File: src/rtl/vt4_pkg.sv
package vt4_pkg;

  // Q16.16 component and derived widths
  localparam int Q_W      = 32;
  localparam int PROD_W   = 2 * Q_W;         // full 32x32 product
  localparam int FRAC_W   = 16;
  localparam int TERM_W   = PROD_W - FRAC_W; // product after floor shift by 16
  localparam int PAIR_W   = TERM_W + 1;      // sum of two terms
  localparam int SUM_W    = TERM_W + 2;      // sum of four terms
  localparam int DIM      = 4;

  // Configuration register file
  localparam int NUM_REGS  = 8;
  localparam int REG_SEL_W = $clog2(NUM_REGS);
  localparam int CFG_IDX_W = 8;
  localparam int CFG_W     = 64;

  localparam logic [Q_W-1:0] Q_ONE = 32'h0001_0000;
  localparam logic [Q_W-1:0] Q_MAX = 32'h7fff_ffff;
  localparam logic [Q_W-1:0] Q_MIN = 32'h8000_0000;

  // Operation codes (bit 1 selects the full transform, code 3 acts as code 2)
  localparam logic [1:0] OP_DIR   = 2'd0;
  localparam logic [1:0] OP_POINT = 2'd1;
  localparam logic [1:0] OP_HOMOG = 2'd2;

  typedef logic signed [Q_W-1:0]    q_t;
  typedef logic signed [TERM_W-1:0] term_t;
  typedef logic signed [PAIR_W-1:0] pair_t;
  typedef logic signed [SUM_W-1:0]  sum_t;
  typedef logic [CFG_W-1:0]         cfg_word_t;

  // mat[r][c]: row r, column c
  typedef q_t mat_t [DIM][DIM];
  typedef q_t vec_t [DIM];

  // Stage payload: terms per column and row
  typedef struct {
    logic  full;
    term_t term [DIM][DIM];
  } prod_pl_t;

  // Identity matrix after reset
  localparam cfg_word_t CFG_RESET [NUM_REGS] = '{
    {32'h0,  Q_ONE}, 64'h0,
    {Q_ONE,  32'h0}, 64'h0,
    64'h0,           {32'h0, Q_ONE},
    64'h0,           {Q_ONE, 32'h0}
  };

  // Clamp a four-term sum to signed 32 bits
  function automatic q_t sat_q(input sum_t s);
    logic [SUM_W-Q_W:0] hi;
    hi = s[SUM_W-1:Q_W-1];
    if (&hi || ~|hi) begin
      return s[Q_W-1:0];
    end else if (s[SUM_W-1]) begin
      return Q_MIN;
    end else begin
      return Q_MAX;
    end
  endfunction

endpackage

File: src/rtl/vt4_accum_stage.sv
module vt4_accum_stage (
  input  logic              clk,
  input  logic              rst_n,
  // product terms
  input  logic              up_valid,
  output logic              up_ready,
  input  vt4_pkg::prod_pl_t up_pl,
  // result request
  output logic              dn_valid,
  input  logic              dn_ready,
  output vt4_pkg::vec_t     dn_vec
);
  import vt4_pkg::*;

  logic  s3_vld_r;
  logic  s3_full_r;
  pair_t s3_pair_r [DIM][2];
  pair_t s3_pair_nxt [DIM][2];
  logic  s4_vld_r;
  vec_t  s4_vec_r;
  vec_t  s4_vec_nxt;
  logic  s3_en;
  logic  s4_en;

  assign s4_en    = !s4_vld_r || dn_ready;
  assign s3_en    = !s3_vld_r || s4_en;
  assign up_ready = s3_en;

  // Pairwise sums per column
  always_comb begin
    for (int c = 0; c < DIM; c++) begin
      s3_pair_nxt[c][0] = PAIR_W'($signed(up_pl.term[c][0]))
                        + PAIR_W'($signed(up_pl.term[c][1]));
      s3_pair_nxt[c][1] = PAIR_W'($signed(up_pl.term[c][2]))
                        + PAIR_W'($signed(up_pl.term[c][3]));
    end
  end

  // Stage 3: pair-sum register
  always_ff @(posedge clk) begin
    if (!rst_n) begin
      s3_vld_r <= 1'b0;
    end else if (s3_en) begin
      s3_vld_r <= up_valid;
    end
  end

  always_ff @(posedge clk) begin
    if (s3_en && up_valid) begin
      s3_full_r <= up_pl.full;
      s3_pair_r <= s3_pair_nxt;
    end
  end

  // Final sum and saturation; w is zero unless the full transform ran
  always_comb begin
    sum_t sum;
    for (int c = 0; c < DIM; c++) begin
      sum = SUM_W'($signed(s3_pair_r[c][0])) + SUM_W'($signed(s3_pair_r[c][1]));
      s4_vec_nxt[c] = sat_q(sum);
    end
    if (!s3_full_r) begin
      s4_vec_nxt[DIM-1] = '0;
    end
  end

  // Stage 4: output register
  always_ff @(posedge clk) begin
    if (!rst_n) begin
      s4_vld_r <= 1'b0;
    end else if (s4_en) begin
      s4_vld_r <= s3_vld_r;
    end
  end

  always_ff @(posedge clk) begin
    if (s4_en && s3_vld_r) begin
      s4_vec_r <= s4_vec_nxt;
    end
  end

  assign dn_valid = s4_vld_r;
  assign dn_vec   = s4_vec_r;

endmodule

File: config.mk
export PLATFORM = sky130hd
export DESIGN_NAME = vt4_accum_stage
export DESIGN_NICKNAME = d
export VERILOG_FILES = /design/src/rtl/vt4_pkg.sv /design/src/rtl/vt4_accum_stage.sv
export SDC_FILE = /design/constraint.sdc
export NUM_CORES = 2
export LEC_CHECK = 0
export ABC_AREA = 1
export BUFFER_PORTS_ARGS = -buffer_cell sky130_fd_sc_hd__buf_2
export CAP_MARGIN = 20
export CORE_AREA = 2 2 348 350
export DETAILED_ROUTE_END_ITERATION = 12
export DIE_AREA = 0 0 350 352
export PLACE_DENSITY = 0.67
export SYNTH_ARGS = -nofsm -noshare
export SYNTH_HDL_FRONTEND = slang
export SYNTH_SLANG_ARGS = --single-unit
File: constraint.sdc
create_clock -name clk -period 17.5 [get_ports clk]
set_clock_uncertainty 0.05 [all_clocks]
set_input_delay 0.875 -clock clk [delete_from_list [all_inputs] [get_ports clk]]
set_output_delay 0.875 -clock clk [all_outputs]
set_load 0.1 [all_outputs]
Yosys cells after proc, flatten, opt, wreduce, memory -nomap -nowiden:

Index checks and enable logic that the tools add are counted.

* add/sub/neg operators: 12
* mux-type cells: 8
* reduce and logical (&&, ||, !) cells: 22

Operators with widths (count)
* 48-bit by 48-bit adder with 49-bit output: 8
* 32-bit 2-to-1 mux: 8
* 49-bit by 49-bit adder with 50-bit output: 4
* 19-bit AND reduction: 4
* 19-bit OR reduction: 4
* 1-bit zero test: 6
* 1-bit logical OR: 6
* 1-bit logical AND: 2

* bits in registers: 523
* logic and storage cells: 57

Depth between registers and ports, before layout:

* depth in word-level cells: 5
* mapped depth: 23
* gate-level depth less buffers: 22

Least setup slack after synthesis:

No wires, ideal clock.

* path type: input to register
* start: input port dn_ready
* end: register s3_full_r, enable pin
* setup time: 0.741 ns
* arrival: 9.399 ns
* required time: 16.709 ns
* setup slack: 7.310 ns
* stages on the path: 4
* path buffers: 0
* cells stage by stage: inv_1 nand3_1 nand2_1 inv_1

* longest elaborated chain between the ends: 3

RTL lines
* from (decl): line vt4_accum_stage.sv:10 `input logic dn_ready,`
* 1-bit logical OR: line vt4_accum_stage.sv:25 `assign s4_en = !s4_vld_r || dn_ready;`
* 1-bit logical OR: line vt4_accum_stage.sv:26 `assign s3_en = !s3_vld_r || s4_en;`
* via up_ready: line vt4_accum_stage.sv:6 `output logic up_ready,`
* 1-bit logical AND: line vt4_accum_stage.sv:49 `if (s3_en && up_valid) begin`
* to (signal assigned): line vt4_accum_stage.sv:50 `s3_full_r <= up_pl.full;`
* to (decl): line vt4_accum_stage.sv:16 `logic s3_full_r;`

The timed path passes the listed nets, and every way through them passes these cells.
A chain may end at the register's enable or synchronous reset.

==> impl_results.md <==
- Outcome: completed
- Slowest-stage cell, CP: nand3_2
- Vias per cell: 5.63
- Initial DRC count: 5724
- Crit start category: flip-flop
- Synthesized area per cell: 6.99 um^2
- CP delay by family, top: simple AND/OR/NAND/NOR gates
- Post-layout minimum cycle time: 4.00 ns
- WP data arrival: 4.44 ns
- Final Net Count: 10300
- Multi-input logic area: 0.0355 mm^2
- Register Area: 0.0157 mm^2
- Critical path startpoint: s3_pair_r[249]
- Setup TNS: 0 ns
- Finished Layout Cells: 10600
- Final hold violations: 0
- Reg2Reg Launch Point: s3_pair_r[249]
- Synth async-reset ratio: 0%
- Tot GR Track Use: 36.0%
- Relative slew slack: 31.8%
- Die Y: 352 um
- Fmax: 0.250 GHz
- Clock tree from TritonCTS: built
- Worst r2r dst: dn_vec[87]
- Drt wl/cell: 21.7 um
- Post-CTS Repair Setup Buffers: 0
- Final count of pins violating max slew: 0
- Yosys reg bits: 523
- Placed Cells: 10500
- Post-Synth XOR/XNOR Area: 7.60%
- Die ar.: 0.123 mm^2
- Reg2reg setup slack: 13.50 ns
- Sink Count: 523
- Distinct cells, synth: 52
- DP Area: 0.0623 mm^2
- Drt pass-1 iters: 10
- Final setup viols: 0
- CP Capture Type: flip-flop
- CP required: 17.94 ns
- Die W: 350 um
- Clk buf depth: 3
- Gate count after technology mapping: 8010
- Residual DRC: 0
- Initial Utilization: 46.9%
- Critical-path cell list: ha_1 -> a21oi_1 -> o21ai_0 -> a21oi_1 -> o21ai_2 -> nand2_1 -> nand2_1 -> nand2_1 -> nand2_1 -> nand2_1 -> nand2_1 -> nand2_1 -> nor2_1 -> nand3_1 -> nand3_2 -> nand2_1
- CTS Root Cell: clkbuf_16
- Crit-path max cell delay: 0.73 ns
- Max_cap viols: 0
- HP Class: primary input to flip-flop
- RD Place Congestion: 1.06
- Fin area: 0.0645 mm^2
- Fill count: 12000
- Area Overhead vs Synth: 15.1%
- Leak Pwr: 30.9 nW
- Initial antenna violation count: 18
- Largest net degree at the start of global routing: 112
- Critical path class: flip-flop to flip-flop
- Critical path peak fanout: 31
- CTS buffer count: 60
- Post-synthesis mux area share: 0%
- Worst Tran Pin Value: 1.02 ns
- Largest family of logic cells by synthesized area: simple AND/OR/NAND/NOR gates
- Resize count post-CTS: 0
- Number of global-route vias before repair: 57100
- Via count: 59800
- First-pass GRT wire length: 341 mm
- Layout cells sized above 1: 13.0%
- I/O pin count: 903
- Critical path depth: 16
- Syn nets: 9375
- Unrepaired setup endpoints after global routing: false
- HPWL after detailed placement: 199 mm
- Post-synth EDFFs: 521
- Period utilisation layout: 22.9%
- YS warnings: 0
- Compound-Gate Fraction of Synth Area: 16.4%
- Sequential area share after synthesis: 28.0%
- Util after Layout: 54.0%
- Clock H-tree levels: 2
- Core footprint: 0.119 mm^2
- Primary FF master, synth: edfxtp_1
- Grt ovf: 0
- Crit path to: dn_vec[87]
- Antenna-violating nets left: 0
- Power, Total: 6.53 mW
- WL final: 231 mm
- Crit path top cell by count: nand2_1
- Max IR drop VDD: 0.000103 V
- Standard-cell row count: 127
- Worst Reg-to-Reg Cells: 16
- Clock Pin Slew Worst Setup and Hold Paths: 0.06 ns
- Skew-Pair Late Insertion Delay: 0.68 ns
- Cts hold-fix bufs: 0
- Synth Area in Simple Gates: 26.0%
- Number of port buffers: 902
- Post-Syn Area: 0.0560 mm^2
- Synth Area in Adders: 13.4%
- Power per Cell Area: 101 mW/mm^2
- Buf/Inv on CP: 0
how the worst min path moves through the flow:
stage                          start   endpoint  slack, ns  depth (start not counted)
after floorplan             s3_vld_r   dn_valid       0.40                          2
after global placement      dn_valid   dn_valid       0.47                          2
after detailed placement    dn_valid   dn_valid       0.48                          2
after CTS                 up_pl[768]  s3_full_r       0.32                          1
after global routing      up_pl[768]  s3_full_r       0.33                          1
final                     up_pl[768]  s3_full_r       0.35                          1
report_power, final:
part           internal, mW  total [mW]  switching [mW]
combinational          1.00        3.44            2.44
sequential             1.66        1.74          0.0819
clock                 0.800        1.35           0.554
cells in the mapped netlist, types with 9 or more instances:
cell type	count	area (um^2)
nand2_1	2032	7630
inv_1	1178	4420
nor2_1	923	3460
a21oi_1	743	3720
ha_1	580	7260
edfxtp_1	521	15600
o21ai_0	348	1740
xor2_1	295	2580
nand3_1	274	1370
a31oi_1	210	1310
xnor2_1	191	1670
nand4_1	91	569
nand2_2	67	419
o21a_1	63	473
nor3_1	55	275
o21bai_1	50	375
a21boi_0	44	330
nor4_1	44	275
a21oi_2	31	272
a21o_1	27	203
o211ai_1	27	203
nor2_2	23	144
inv_2	18	67.6
and2_1	17	106
o31ai_1	16	120
nand3b_1	14	105
buf_4	12	90.1
fa_1	12	240
o221ai_1	12	105
a311oi_1	9	78.8
and3_1	9	56.3
buf_6	9	101
state kept, by name, summed over array words and instances, names as in the netlist:
register / count
s3_pair_r: 392
s3_full_r: 1
s3_vld_r: 1
dn_valid: 1
dn_vec: 128
worst register-to-register path: stages (launching register included):
cell and delay [ns]:
edfxtp_1 0.39, ha_1 0.37, a21oi_1 0.38, o21ai_0 0.20, a21oi_1 0.23, o21ai_2 0.11, nand2_1 0.16, nand2_1 0.14
nand2_1 0.12, nand2_1 0.06, nand2_1 0.07, nand2_1 0.05, nand2_1 0.07, nor2_1 0.05, nand3_1 0.13, nand3_2 0.73
nand2_1 0.49
per-layer routing:
layer  wire length (um)  vias to the layer above  track usage, %
li1                   -                    28700               -
met1              98000                    27800            48.3
met2             105000                     2835            59.0
met3              19200                      451            5.19
met4               8730                       16            12.2
met5                115                        -               0
cell type report:
type | instances | area share (%)
repair buffers | 913 | 7.16
inverters | 1198 | 6.99
clock buffers | 73 | 2.44
multi-input cells | 6258 | 55.1
well taps | 1612 | 3.13
diodes | 16 | 0.0621
clock inverters | 38 | 0.767
flip-flops and latches | 523 | 24.3
stage by stage:
stage | setup WS [ns] | hold WS (ns)
after CTS | 13.59 | 0.319
after global routing | 13.21 | 0.334
after floorplan | 7.31 | 0.397
after global placement | 13.35 | 0.475
final | 13.50 | 0.351
after detailed placement | 13.29 | 0.483
cells in the final DEF, fill, tap and decap left out, types with 12 or more instances in the layout:
cell type  count
a21oi_2       31
nor3_1        55
buf_2        902
a21o_1        27
ha_1         580
xnor2_1      191
nand2_2       68
a31oi_1      210
inv_2         18
xor2_1       295
a21boi_0      44
fa_1          12
o211ai_1      27
o221ai_1      12
nand3b_1      14
o21a_1        63
a21oi_1      742
o31ai_1       16
and2_1        17
nor2_1       923
nand2_1     2031
clkbuf_16     61
inv_1       1177
nor4_1        44
o21ai_0      348
o21bai_1      50
nand3_1      274
diode_2       16
nor2_2        23
clkbuf_1      12
nand4_1       91
edfxtp_1     521
cell families (layout without fill, tap and decap cells):
kind of cell	after synthesis	count (layout)
AND/OR/NAND/NOR	3566	3566
AO/OA/AOI/OAI	1614	1614
buffers and inverters	1229	2222
adder cells (fa/ha/maj)	592	592
flip-flops	523	523
XOR/XNOR	486	486
other	0	16
(Power assumes the default switching activity.)
