## config.mk

```make
export PLATFORM = sky130hd
export DESIGN_NAME = vt4_coef_regs
export DESIGN_NICKNAME = d
export VERILOG_FILES = /design/src/rtl/vt4_pkg.sv /design/src/rtl/vt4_coef_regs.sv
export SDC_FILE = /design/constraint.sdc
export NUM_CORES = 1
export LEC_CHECK = 0
export ABC_CLOCK_PERIOD_IN_PS = 7900
export BUFFER_PORTS_ARGS = -buffer_cell sky130_fd_sc_hd__buf_2
export CORE_ASPECT_RATIO = 0.6
export CORE_MARGIN = 3
export CORE_UTILIZATION = 47
export CTS_CLUSTER_SIZE = 14
export DETAILED_ROUTE_END_ITERATION = 10
export GPL_ROUTABILITY_DRIVEN = 0
export PLACE_DENSITY = 0.76
export SYNTH_ARGS = -nofsm -noshare
export SYNTH_HDL_FRONTEND = slang
export SYNTH_SLANG_ARGS = --single-unit
```

## constraint.sdc

```tcl
create_clock -name clk -period 7.9 [get_ports clk]
set_input_delay 0.395 -clock clk [delete_from_list [all_inputs] [get_ports clk]]
set_output_delay 0.395 -clock clk [all_outputs]
set_load 0.02 [all_outputs]
```

## src/rtl/vt4_pkg.sv

```systemverilog
package vt4_pkg;

  // Q16.16 component and derived widths
  localparam int Q_W      = 32;
  localparam int PROD_W   = 2 * Q_W;         // full 32x32 product
  localparam int FRAC_W   = 16;
  localparam int TERM_W   = PROD_W - FRAC_W; // product after floor shift by 16
  localparam int PAIR_W   = TERM_W + 1;      // sum of two terms
  localparam int SUM_W    = TERM_W + 2;      // sum of four terms
  localparam int DIM      = 4;

  // Configuration register file
  localparam int NUM_REGS  = 8;
  localparam int REG_SEL_W = $clog2(NUM_REGS);
  localparam int CFG_IDX_W = 8;
  localparam int CFG_W     = 64;

  localparam logic [Q_W-1:0] Q_ONE = 32'h0001_0000;
  localparam logic [Q_W-1:0] Q_MAX = 32'h7fff_ffff;
  localparam logic [Q_W-1:0] Q_MIN = 32'h8000_0000;

  // Operation codes (bit 1 selects the full transform, code 3 acts as code 2)
  localparam logic [1:0] OP_DIR   = 2'd0;
  localparam logic [1:0] OP_POINT = 2'd1;
  localparam logic [1:0] OP_HOMOG = 2'd2;

  typedef logic signed [Q_W-1:0]    q_t;
  typedef logic signed [TERM_W-1:0] term_t;
  typedef logic signed [PAIR_W-1:0] pair_t;
  typedef logic signed [SUM_W-1:0]  sum_t;
  typedef logic [CFG_W-1:0]         cfg_word_t;

  // mat[r][c]: row r, column c
  typedef q_t mat_t [DIM][DIM];
  typedef q_t vec_t [DIM];

  // Stage payload: terms per column and row
  typedef struct {
    logic  full;
    term_t term [DIM][DIM];
  } prod_pl_t;

  // Identity matrix after reset
  localparam cfg_word_t CFG_RESET [NUM_REGS] = '{
    {32'h0,  Q_ONE}, 64'h0,
    {Q_ONE,  32'h0}, 64'h0,
    64'h0,           {32'h0, Q_ONE},
    64'h0,           {Q_ONE, 32'h0}
  };

  // Clamp a four-term sum to signed 32 bits
  function automatic q_t sat_q(input sum_t s);
    logic [SUM_W-Q_W:0] hi;
    hi = s[SUM_W-1:Q_W-1];
    if (&hi || ~|hi) begin
      return s[Q_W-1:0];
    end else if (s[SUM_W-1]) begin
      return Q_MIN;
    end else begin
      return Q_MAX;
    end
  endfunction

endpackage

```

## src/rtl/vt4_coef_regs.sv

```systemverilog
module vt4_coef_regs (
  input  logic                          clk,
  input  logic                          rst_n,
  input  logic                          wr_valid,
  input  logic [vt4_pkg::CFG_IDX_W-1:0] wr_index,
  input  vt4_pkg::cfg_word_t            wr_data,
  output vt4_pkg::mat_t                 mat
);
  import vt4_pkg::*;

  cfg_word_t regs_r [NUM_REGS];
  logic      wr_hit;

  // Indexes past the register file are dropped
  assign wr_hit = wr_valid && (wr_index < CFG_IDX_W'(NUM_REGS));

  always_ff @(posedge clk) begin
    if (!rst_n) begin
      for (int i = 0; i < NUM_REGS; i++) begin
        regs_r[i] <= CFG_RESET[i];
      end
    end else if (wr_hit) begin
      regs_r[wr_index[REG_SEL_W-1:0]] <= wr_data;
    end
  end

  // Coefficient M[r][c] sits in register 2r + c/2, odd columns in the high half
  always_comb begin
    for (int r = 0; r < DIM; r++) begin
      for (int c = 0; c < DIM; c++) begin
        if (c % 2 == 1) begin
          mat[r][c] = regs_r[2*r + c/2][CFG_W-1:Q_W];
        end else begin
          mat[r][c] = regs_r[2*r + c/2][Q_W-1:0];
        end
      end
    end
  end

endmodule

```

# After elaboration in Yosys (flattened, before gate mapping)
# Memory sizes are Yosys's and may differ from the RTL's.
# Cells that the tools add are included.
# W data, S select, Z words.
[totals]
regBits = 0
mem_bits_rw = 512
inputBits = 75
output_inout_bits = 512
elab_cells = 11
mem_count = 1
[classes]
order_cmp = 1
mux = 7
reduce_logical = 2
[memory_table]
columns = ["memory", "words", "word_bits", "read_ports", "rd_ports_with_merged_regs", "write_ports", "line_no", "text"]
rows = [
  ["regs_r", 8, 64, 8, 0, 8, "vt4_coef_regs.sv:11", "cfg_word_t regs_r [NUM_REGS];"],
]
[ops]
columns = ["operator", "count"]
rows = [
  ["$mux W64", 1],
  ["$reduce_or A64 Y1", 1],
  ["$lt A8 B4 Y1 const B", 1],
  ["$mux W1", 5],
  ["$mux W3", 1],
  ["$logic_and A1 B1 Y1", 1],
]

# Longest topological paths before layout
# Gate-level depths: netlist of the first run.
[depth]
word_depth = 7
depth_mapped = 6
ltp_nobuf = 2

# Worst setup path before layout of the first run
# No wires, ideal clock.
[synth_path]
kind = "in2reg"
from = "input wr_index[7] in the netlist's numbering"
to = "memory regs_r[0][0] in the netlist's numbering, enable pin"
setup_ns = 0.661
t_arrival_ns = 7.692
required_ns = 7.239
setup_slack_ns = -0.453
cell_stages = 5
path_buffers = 3
cell_sequence = "or3_1 -> buf_6 -> buf_6 -> buf_6 -> o41ai_1"
[synth_rtl]
columns = ["element", "line_no", "text"]
rows = [
  ["from (decl)", "vt4_coef_regs.sv:5", "input logic [vt4_pkg::CFG_IDX_W-1:0] wr_index,"],
  ["to (decl)", "vt4_coef_regs.sv:11", ""],
]

==> parameters.txt, run 1 <==
Parameter                              Value

CTS
  Clock transition at the registers of the reported paths ... 0.07 ns
  Clock root buffer ... sky130_fd_sc_hd__clkbuf_16
  Worst-case clock buffer depth ... 3
  CTS HTree Levels ... 2
  Post-cts repair resize count ... 0
  Post-CTS Hold Buffers ... 0
  Clock sink count ... 512
  Number of buffers created by CTS ... 47
  Number of buffers added for setup after CTS ... 0
  Clock tree from TritonCTS ... built

Timing
  Unrepaired setup endpoints after global routing ... false
  Count of pins over their slew limit ... 0
  Transition time at the pin with the least slew margin ... around 1.2 ns
  Count of final setup violators ... 0
  Max Clk Rate ... 315 MHz
  Final count of hold timing violations ... 0
  Final-layout worst hold slack ... slightly above 0.3 ns
  Clock period minus worst slack ... approximately 3.2 ns
  Post-route fraction of the period consumed by the critical path ... 40.2%
  Max_slew headroom ... 18.7%

Layout
  Final instance count without filler cells ... 2,436
  # nets final ... 1,907
  Max FFs per register ... 512
  Fraction of final layout cells sized beyond drive strength 1 ... 36.8%
  Number of fillers in the final layout ... 3,336
  Area of the multi-input gates ... 0.00411 mm^2
  Largest register by flop count ... regs_r
  Area grow syn2layout ... 21.0%
  Post-Route Utilization ... 58.3%
  Area taken by flip-flops and latches ... 0.0154 mm^2
  Largest registers ... regs_r x512

Setup path
  Cell seen most often among critical-path stages ... sky130_fd_sc_hd__buf_4
  Crit path kind ... in2reg
  Crit-path cells ... buf_2, nand4bb_4, buf_4, o41ai_2, buf_4
  Endpoint arrival time on the critical path ... about 3.4 ns
  Kind of end point of the critical path ... flip-flop
  Crit path max-delay cell type ... sky130_fd_sc_hd__buf_4
  Required time at the endpoint of the critical path ... around 8.1 ns
  Category of the worst setup path launch point ... input port
  Critical path's largest stage delay ... 0.76 ns
  Crit path max fanout ... 104

Logic synthesis
  Flip-flop and latch count after synthesis ... 512
  Post-synth cell types ... 18
  Sequential element share of the synthesized area ... 75.1%
  Net Count, Synth ... about 1,400
  Dominant cells by area after synthesis ... sky130_fd_sc_hd__edfxtp_1, sky130_fd_sc_hd__nor4_1, sky130_fd_sc_hd__buf_6
  Netlist area before placement ... 0.0205 mm^2
  Area share of the largest cell type after synthesis ... 75.1%
  Ys Warns ... 0
  Average footprint of a synthesized cell ... ~15 um^2
  Biggest area consumer among synthesized cells ... sky130_fd_sc_hd__edfxtp_1
  Instance count of the mapped netlist ... between 1,000 and 1,500

Flow run
  Max cap viols ... 0

Global routing
  Antenna violations before repair ... 3
  Global-route wire length before repair ... 97,300 um
  Global routing usage summed across all routing layers ... 28.4%
  Total global routing overflow ... 0
  Number of global-route vias before repair ... approximately 14,000
  Maximum number of pins on one net before global-route repair ... ~190

Routing
  Drt drc ... 0
  Post-detailed-route count of antenna-violating nets ... 0
  First-pass iteration count of the detailed router ... 6
  Sum of met3 wire segment lengths after detailed routing ... 9970 um
  Via-to-Cell Ratio ... 6.32
  Routed wire length ... between 60,000 and 70,000 um
  DR WL/cell ... 27.8 um
  Sum of met2 wire segment lengths after detailed routing ... 29,700 um
  Total routed wire length on the met1 layer ... 26,200 um
  Total number of vias ... 15,400
  Uppermost signal routing layer after detailed routing ... met4
  Initial DRC count ... approximately 2,700

Floorplanning
  Number of primary I/O pins ... 587
  Area of the core ... 0.0425 mm^2
  Number of placement rows ... 58
  Vert. Die Dim ... between 150 and 200 um
  Die outline area ... 0.0462 mm^2
  Horizontal die dimension ... ~280 um
  Initial Utilization ... about half

Worst hold path
  Number of stages on the worst hold path ... 2
  Worst min path class ... in2reg

Place
  IO Port Bufs ... 586
  DP Cell Count ... 2,353
  HPWL after detailed placement ... 44,700 um

Power and ir drop
  Total chip power ... 5.95 mW
  Worst IR Drop VDD ... 0.144 mV
  Total leakage power ... 8.40 nW
  PD cells ... around 240 mW/mm^2

Run status
  Result of the run ... completed
cell usage in the layout, fill, tap and decap left out, types with 3 or more instances in the layout:
master	instances
sky130_fd_sc_hd__buf_2	585
sky130_fd_sc_hd__buf_4	25
sky130_fd_sc_hd__edfxtp_1	512
sky130_fd_sc_hd__clkbuf_1	7
sky130_fd_sc_hd__o41ai_2	7
sky130_fd_sc_hd__nand2_1	64
sky130_fd_sc_hd__nor4_1	508
sky130_fd_sc_hd__clkinv_2	3
sky130_fd_sc_hd__clkinv_1	17
sky130_fd_sc_hd__clkbuf_16	49
sky130_fd_sc_hd__nand2b_1	66
power by group:
part	total, mW	leakage (nW)	internal [mW]	switching (mW)
Sequential	3.16	4.86	3.12	0.0433
Clock	2.14	0.673	1.16	0.982
Combinational	0.654	2.86	0.134	0.520
cells by family after synthesis:
family | after synthesis | share of synthesized area [%]
DFF | 512 | 75.1
AOI/OAI and AO/OA | 8 | 0.342
buffers and inverters | 190 | 5.35
and+or+nand+nor | 650 | 19.2
worst paths after layout:
| path | endpoint | startpoint | slack, ns |
|---|---|---|---|
| min | regs_r[6][63] | rst_n | 0.31 |
| max | regs_r[6][54] | rst_n | 4.72 |
metal layers:
layer | track usage (%) | vias up
li1 | - | 6535
met1 | 41.6 | 7410
met2 | 41.6 | 1299
met3 | 8.44 | 153
met4 | 7.06 | 0
met5 | 0 | -
final cells by class:
cell class	count	share of cell area (%)
tap	570	2.88
clock buffer	56	5.06
clock inverter	25	0.571
multi-input combinational	658	16.6
timing repair buffer	612	12.7
antenna	2	0.0202
sequential	512	62.1
inverter	1	0.0152
synthesized netlist by cell type:
cell / number
sky130_fd_sc_hd__edfxtp_1: 512
sky130_fd_sc_hd__nor4_1: 508
sky130_fd_sc_hd__clkbuf_1: 73
sky130_fd_sc_hd__nand2b_1: 68
sky130_fd_sc_hd__nand2_1: 65
sky130_fd_sc_hd__buf_2: 50
sky130_fd_sc_hd__buf_6: 38
sky130_fd_sc_hd__buf_1: 19
sky130_fd_sc_hd__buf_4: 9
sky130_fd_sc_hd__o41ai_1: 8
sky130_fd_sc_hd__nor2_1: 2
sky130_fd_sc_hd__or4b_4: 2
sky130_fd_sc_hd__inv_1: 1
sky130_fd_sc_hd__nand4bb_1: 1
sky130_fd_sc_hd__or2_2: 1
sky130_fd_sc_hd__or3_1: 1
sky130_fd_sc_hd__or4_1: 1
sky130_fd_sc_hd__or4_4: 1
per-stage QoR:
step	worst slack, ns	TNS [ns]	cell area, um^2
2_1_floorplan	-0.453	-163.13	20500
5_1_grt	4.56	0	24800
4_1_cts	4.79	0	24800
6_report	4.72	0	24800
3_5_place_dp	4.22	0	23400
3_3_place_gp	4.28	0	23400
critical path: cells and delay by family:
family	cells	cell delay (ns)
simple gates	1	0.55
buf+inv	3	1.70
compound gates	1	0.54
Power figures use the tool's default switching activity.
==> run 2: changes to the inputs <==
ABC_CLOCK_PERIOD_IN_PS = 3100   (was 7900)
CORE_AREA = 3 3 228 230   (was not set)
CORE_ASPECT_RATIO = not set   (was 0.6)
CORE_MARGIN = not set   (was 3)
CORE_UTILIZATION = not set   (was 47)
DIE_AREA = 0 0 231 233   (was not set)
PLACE_DENSITY = not set   (was 0.76)
clock period = 3.1 ns   (was 7.9 ns; I/O delays follow)
==> parameters.txt, run 2 (synthesis gave the netlist of run 1 again) <==
Parameter                              Value

Routing
  Post-detailed-route count of antenna-violating nets ... 0
  Initial DRC count ... 1,818
  First-pass iteration count of the detailed router ... 6
  Drt drc ... 0
  Via-to-Cell Ratio ... ~5.9
  Routed wire length ... 72,000 um
  Total number of vias ... approximately 15,000
  DR WL/cell ... 28.0 um

Floorplanning
  Number of placement rows ... 82
  Horizontal die dimension ... between 200 and 250 um
  Vert. Die Dim ... 233 um
  Die outline area ... 0.0538 mm^2
  Number of primary I/O pins ... 587
  Initial Utilization ... 40.9%
  Area of the core ... 0.0501 mm^2

Timing
  Max Clk Rate ... 559 MHz
  Clock period minus worst slack ... approximately 1.8 ns
  Max_slew headroom ... between 20% and 30%
  Final worst-path setup slack ... 1.31 ns
  Post-route fraction of the period consumed by the critical path ... 57.7%
  Unrepaired setup endpoints after global routing ... false
  Transition time at the pin with the least slew margin ... ~1.1 ns
  Count of pins over their slew limit ... 0
  Count of final setup violators ... 0
  Final count of hold timing violations ... 0

Setup path
  Category of the worst setup path launch point ... input port
  Crit path max fanout ... 52
  Crit path kind ... in2reg
  Endpoint arrival time on the critical path ... 2.09 ns
  Critical path's largest stage delay ... 0.66 ns
  Crit path max-delay cell type ... sky130_fd_sc_hd__nor4_1
  Kind of end point of the critical path ... flip-flop
  Crit-path cells ... buf_2, nand4bb_4, buf_12, buf_4, nor4_1
  Required time at the endpoint of the critical path ... between 3 and 4 ns
  Cell type group with the largest total delay on the critical path ... simple AND/OR/NAND/NOR gates
  Bufs and invs on worst path ... 3

Layout
  Number of fillers in the final layout ... 4,384
  Fraction of final layout cells sized beyond drive strength 1 ... 37.8%
  Max FFs per register ... 512
  Largest register by flop count ... regs_r
  # nets final ... between 1,500 and 2,000
  Post-Route Utilization ... about half
  Largest registers ... regs_r x512
  Final instance count without filler cells ... 2,571
  Most used cells in the layout excluding fill and tap cells ... sky130_fd_sc_hd__buf_2, sky130_fd_sc_hd__edfxtp_1, sky130_fd_sc_hd__nor4_1
  Leading cell type in the layout, fill and taps excluded ... sky130_fd_sc_hd__buf_2
  Area grow syn2layout ... 25.1%

Power and ir drop
  PD cells ... approximately 620 mW/mm^2
  Total chip power ... around 16 mW
  Total leakage power ... 8.79 nW
  Worst IR Drop VDD ... 0.413 mV

CTS
  Clock root buffer ... sky130_fd_sc_hd__clkbuf_16
  Clock tree from TritonCTS ... built
  Number of buffers created by CTS ... 54
  Clock sink count ... between 500 and 600
  Worst-case clock buffer depth ... 3
  Post-cts repair resize count ... 0
  Number of buffers added for setup after CTS ... 0
  Post-CTS Hold Buffers ... 0
  CTS HTree Levels ... 2
  Clock transition at the registers of the reported paths ... 0.07 ns

Place
  IO Port Bufs ... 586
  DP Cell Count ... 2,475
  Pre-CTS setup slack ... between 0.7 and 0.8 ns
  HPWL after detailed placement ... ~48,000 um

Global routing
  Maximum number of pins on one net before global-route repair ... 134
  Global-route wire length before repair ... 101,000 um
  Global routing usage summed across all routing layers ... 25.5%
  Number of global-route vias before repair ... 14,100
  Total global routing overflow ... 0
  Antenna violations before repair ... 5

Worst hold path
  Worst min path class ... in2reg

Run status
  Result of the run ... completed

Flow run
  Max cap viols ... 0
[run 2: per-layer routing]
metal  wire length [um]  track usage, %
met2              32600            38.4
met1              29400            36.7
met5                 30               0
met3               8030            6.99
met4               1920            7.05
[run 2: cell type report]
class                   count  area, um^2  area share, %
well taps                 672         841           3.28
diodes                      2        5.00         0.0195
flip-flops and latches    512       15400           60.0
multi-input cells         658        4190           16.4
repair buffers            632        3540           13.8
clock buffers              72        1480           5.79
inverters                   1        3.75         0.0147
clock inverters            22         164          0.640
[run 2: worst paths after layout]
| kind | to | start | slack [ns] | depth (start not counted) |
|---|---|---|---|---|
| hold / removal | regs_r[2][1] | wr_data[1] | 0.04 | 3 |
| setup / recovery | regs_r[6][63] | wr_index[3] | 1.31 | 5 |
[run 2: power by group]
group          switching (mW)  leakage [nW]  internal [mW]
clock                    2.65         0.797           3.50
sequential              0.128          4.86           7.95
combinational            1.34          3.13          0.392
[run 2: stage by stage]
step                instance area, um^2  setup TNS (ns)  hold WS (ns)
detailed placement                24000               0         0.597
floorplan                         20600         -207.66         0.408
global route                      25600               0        0.0292
global placement                  24000               0         0.599
finish                            25600               0        0.0422
CTS                               25600               0      0.000312
